[src/hw/rtl/kmcc_pkg.sv]
package kmcc_pkg;
	localparam int MaxClusters = 8;
	localparam int IdxW = 3;
	localparam int SumW = 28;
	localparam int CntW = 21;
	localparam logic [SumW-1:0] SumMax = {SumW{1'b1}};
	localparam logic [CntW-1:0] CntMax = {CntW{1'b1}};
	localparam logic [31:0] LfsrTaps = 32'h8020_0003;

	localparam logic [1:0] KIND_PIXEL = 2'd0;
	localparam logic [1:0] KIND_EOP = 2'd1;
	localparam logic [1:0] KIND_LOAD = 2'd2;
	localparam logic [1:0] KIND_NONE = 2'd3;

	localparam logic RES_PIXEL = 1'b0;
	localparam logic RES_EOP = 1'b1;

	localparam logic REG_COUNT = 1'b0;
	localparam logic REG_SEED = 1'b1;

	typedef struct packed {
		logic [1:0] kind;
		logic [7:0] red;
		logic [7:0] green;
		logic [7:0] blue;
		logic [2:0] load_index;
		logic [15:0] load_red;
		logic [15:0] load_green;
		logic [15:0] load_blue;
	} item_t;

	typedef struct packed {
		logic result_kind;
		logic [2:0] cluster_index;
		logic [7:0] out_red;
		logic [7:0] out_green;
		logic [7:0] out_blue;
		logic converged;
	} res_t;

	function automatic logic [31:0] lfsr_step(input logic [31:0] v);
		logic [31:0] n;
		n = v >> 1;
		if (v[0]) n = n ^ LfsrTaps;
		return n;
	endfunction
endpackage

[src/hw/rtl/kmcc_front.sv]
module kmcc_front (
	input  logic clk,
	input  logic arst_n,
	input  logic in_valid,
	output logic in_ready,
	input  kmcc_pkg::item_t in_item,
	output logic q_valid,
	input  logic q_ready,
	output kmcc_pkg::item_t q_item
);
	import kmcc_pkg::*;
	// two-entry queue; drop unknown kinds at the door
	item_t mem_q [2];
	logic wp_q, rp_q;
	logic [1:0] cnt_q;
	logic push, pop;
	assign in_ready = (cnt_q != 2'd2);
	assign push = in_valid && in_ready && (in_item.kind != KIND_NONE);
	assign q_valid = (cnt_q != 2'd0);
	assign pop = q_valid && q_ready;
	assign q_item = mem_q[rp_q];
	always_ff @(posedge clk) begin
		if (push) mem_q[wp_q] <= in_item;
	end
	always_ff @(posedge clk or negedge arst_n) begin
		if (!arst_n) begin
			wp_q <= 1'b0;
			rp_q <= 1'b0;
			cnt_q <= 2'd0;
		end else begin
			if (push) wp_q <= ~wp_q;
			if (pop) rp_q <= ~rp_q;
			cnt_q <= cnt_q + {1'b0, push} - {1'b0, pop};
		end
	end
endmodule

[config.mk]
export PLATFORM = sky130hd
export DESIGN_NAME = kmcc_front
export DESIGN_NICKNAME = d
export VERILOG_FILES = /design/src/hw/rtl/kmcc_pkg.sv /design/src/hw/rtl/kmcc_front.sv
export SDC_FILE = /design/constraint.sdc
export NUM_CORES = 1
export LEC_CHECK = 0
export BUFFER_PORTS_ARGS = -buffer_cell sky130_fd_sc_hd__buf_2
export CAP_MARGIN = 20
export CORE_UTILIZATION = 52
export DETAILED_ROUTE_END_ITERATION = 10
export GPL_TIMING_DRIVEN = 0
export PLACE_DENSITY = 0.79
export SYNTH_ARGS = -nofsm -noshare
export SYNTH_HDL_FRONTEND = slang
export SYNTH_SLANG_ARGS = --single-unit
[constraint.sdc]
create_clock -name clk -period 5.05 [get_ports clk]
set_clock_uncertainty 0.15 [all_clocks]
set_input_delay 0.505 -clock clk [delete_from_list [all_inputs] [get_ports clk]]
set_output_delay 0.505 -clock clk [all_outputs]
set_load 0.02 [all_outputs]
==> results.cfg <==
[run_status]
run_status = complete, no violations

[clock_tree]
maximum_clock_path_buffer_count = 2
cts-htree-levels = 4
clk_latency_ps = 520
cts_tree = built
clock_net_sink_count = 158
cts_setup_buffers = 0
clock_pin_slew_of_the_registers_on_the_worst_case_setup_and_hold_paths_ps = 70
clock_buffer_count_from_cts = 17
root_buffer = sky130_fd_sc_hd__clkbuf_8
post_cts.resized_instances = 0
holdBufCountCts = 17

[critical_path]
dominant_delay_contributor_by_cell_family_on_the_critical_path = buffers and inverters
worst_path_fanout_max = 10
cp-end-kind = output pin
reg2reg_depth = 4
critical_path.slowest_cell = sky130_fd_sc_hd__dfrtp_1
critical_path.startpoint_type = flip-flop
worstReg2RegEnd = mem_q[1][65]
critical_path_data_required_time_ps = 4390
critical_path.cell_chain = buf_6, buf_6, buf_6, mux2_4, buf_2
worst-r2r-setup-slack_ps = 2750
setup.worst_path.class = flip-flop to output pin
critPathMaxStageDelay_ps = 340
worst_ep_arrival_time_ps = 1810
worst_path_most_repeated_cell = sky130_fd_sc_hd__buf_6
regToRegStartpoint = cnt_q[1]
cp_buf_inv_count = 4

[synthesis]
post_synthesis_sequential_area_ratio_pct = 80.9
synth_nets = 342
synth-seq-cells = 158
postSynthCellCount = 259
synth.avg_cell_area_um2 = 22.5
ys_types = 16
syn_area_mm2 = 0.00584
yosysWarningCount = 0

[drt]
per_cell_routed_wire_length_um = 17.0
first_pass_iters = 4
detail_route.drc_violations = 0
drt.antenna.violating_nets = 0
vias_per_cell = 4.99
total_vias_in_the_final_route = 3121
detailed_route_wl_um = 10600
first_iter_violations = 111

[finish]
num-fill-cells = 689
layout_common_cells = 164 x sky130_fd_sc_hd__buf_2, 154 x sky130_fd_sc_hd__edfxtp_1, 57 x sky130_fd_sc_hd__mux2_2, 31 x sky130_fd_sc_hd__dlygate4sd3_1, 20 x sky130_fd_sc_hd__mux2_4
layout.cells.non_filler = 625
layout.cells.most_common = sky130_fd_sc_hd__buf_2
fin_area_mm2 = 0.00780
final_net_count = 555
syn_to_final_growth_pct = 33.6
multi_input_area_mm2 = 0.00105
final-seq-area_mm2 = 0.00472
insertedDiodeCount = 0
final_layout_size_suffix_gt1_share_pct = 58.1

[grt]
grt_pass1_wl_um = 15700
gr-total-overflow = 0
initial_antenna_violation_count = 0
first_global_vias = 3258
global_route.usage.total_pct = 18.9
maximum_number_of_pins_on_one_net_before_global_route_repair = 28

[timing]
timing_max_transition_violations_final = 0
min_period_over_period_pct = 48.8
rsz0062_at_grt = false
final-hold-violation-count = 0
final-setup-viol-count = 0
timing_worst_slew_pin_value_ps = 854
tmin_final_ps = 2460
max-slew-margin-rel_pct = 42.9
fmax_ghz = 0.406

[die]
die-area_mm2 = 0.0117
rows = 38
boundaryPins = 160
core_region_area_mm2 = 0.0109
fp.dieH_um = 108
chipWidth_um = 108
floorplan.initialDensity_pct = 53.6

[power_and_ir_drop]
leakagePower_nw = 3.02
peakVddDrop_v = 0.000342
post-layout-total-power_w = 0.00448
power_per_cell_area_mw_per_mm2 = 574

[placement]
gpl.final_weighted_congestion = 0.710
placed_cell_area_mm2 = 0.00691
buffer_ports.inserted = 159
place_hpwl_um = 6580
numPlacedInstances = 562

[worst_hold_path]
timing.hold.worst.class = primary input to flip-flop
hold_path_end = mem_q[0][44]
hold_path_depth = 1
holdCritStartpoint = in_item[44]

[flow_run]
cap_viol_max_count = 0
-- cells in the mapped netlist (all sizes together) --
library cell  count  share of area [%]
edfxtp          154                 79
mux2             77                 16
buf               9                1.2
dfrtp             4                1.7
xnor2             3               0.45
ha                2               0.43
inv               2               0.13
nor2              2               0.13
and2              1               0.11
nand2             1              0.064
nand2b            1               0.11
nand3             1              0.086
or2               1               0.11
xor2              1               0.15
-- area by class of cell --
type | instances | share of cell area (%)
tap | 140 | 2.25
clock buffer | 18 | 5.36
multi-input combinational | 90 | 13.5
clock inverter | 14 | 2.13
inverter | 2 | 0.0962
sequential | 158 | 60.6
timing repair buffer | 194 | 15.2
buffer | 9 | 0.898
-- where the power goes --
part	switching (W)	total [W]	internal [W]
registers	0.0000599	0.00178	0.00172
logic	0.000827	0.00145	0.000626
clock network	0.000497	0.00125	0.000752
total	0.00138	0.00448	0.00310
-- how the worst max path moves through the flow --
stage	slack, ps	end	depth (start not counted)	from
floorplan	360	mem_q[0][0]	3	cnt_q[1]
global placement	-1290	mem_q[1][54]	4	in_item[76]
detailed placement	2580	mem_q[0][56]	5	in_item[76]
CTS	2540	q_item[53]	5	rp_q
global route	2490	q_item[55]	5	rp_q
finish	2590	q_item[53]	5	rp_q
-- routing by layer --
metal | global-route usage [%] | vias up | wire length (um)
li1 | - | 1451 | -
met1 | 20.4 | 1531 | 4070
met2 | 32.7 | 124 | 5660
met3 | 7.53 | 15 | 713
met4 | 8.12 | 0 | 171
met5 | 0 | - | 0
-- flip-flops by register name (all words and copies together) (netlist names) --
signal	count
rp_q	1
cnt_q	2
wp_q	1
mem_q	154
-- cell families after synthesis --
group	count (synthesis)	share of synthesized area (%)
xor gates and xnor gates	4	0.600
adders and majority gates	2	0.428
buffers and inverters	11	1.33
DFF	158	80.9
muxes	77	16.1
and+or+nand+nor	7	0.600
-- through the flow --
step           setup TNS, ps  util (%)  hold WS [ps]  worst slack, ps
6_report                   0      71.6          27.3             2590
3_5_place_dp               0      63.4           171             2580
5_1_grt                    0      71.6          1.66             2490
4_1_cts                    0      70.4        0.0366             2540
2_1_floorplan              0         -          59.4              362
3_3_place_gp         -197700      62.5           162            -1290
Note: power is estimated with default switching activity, not from simulation.
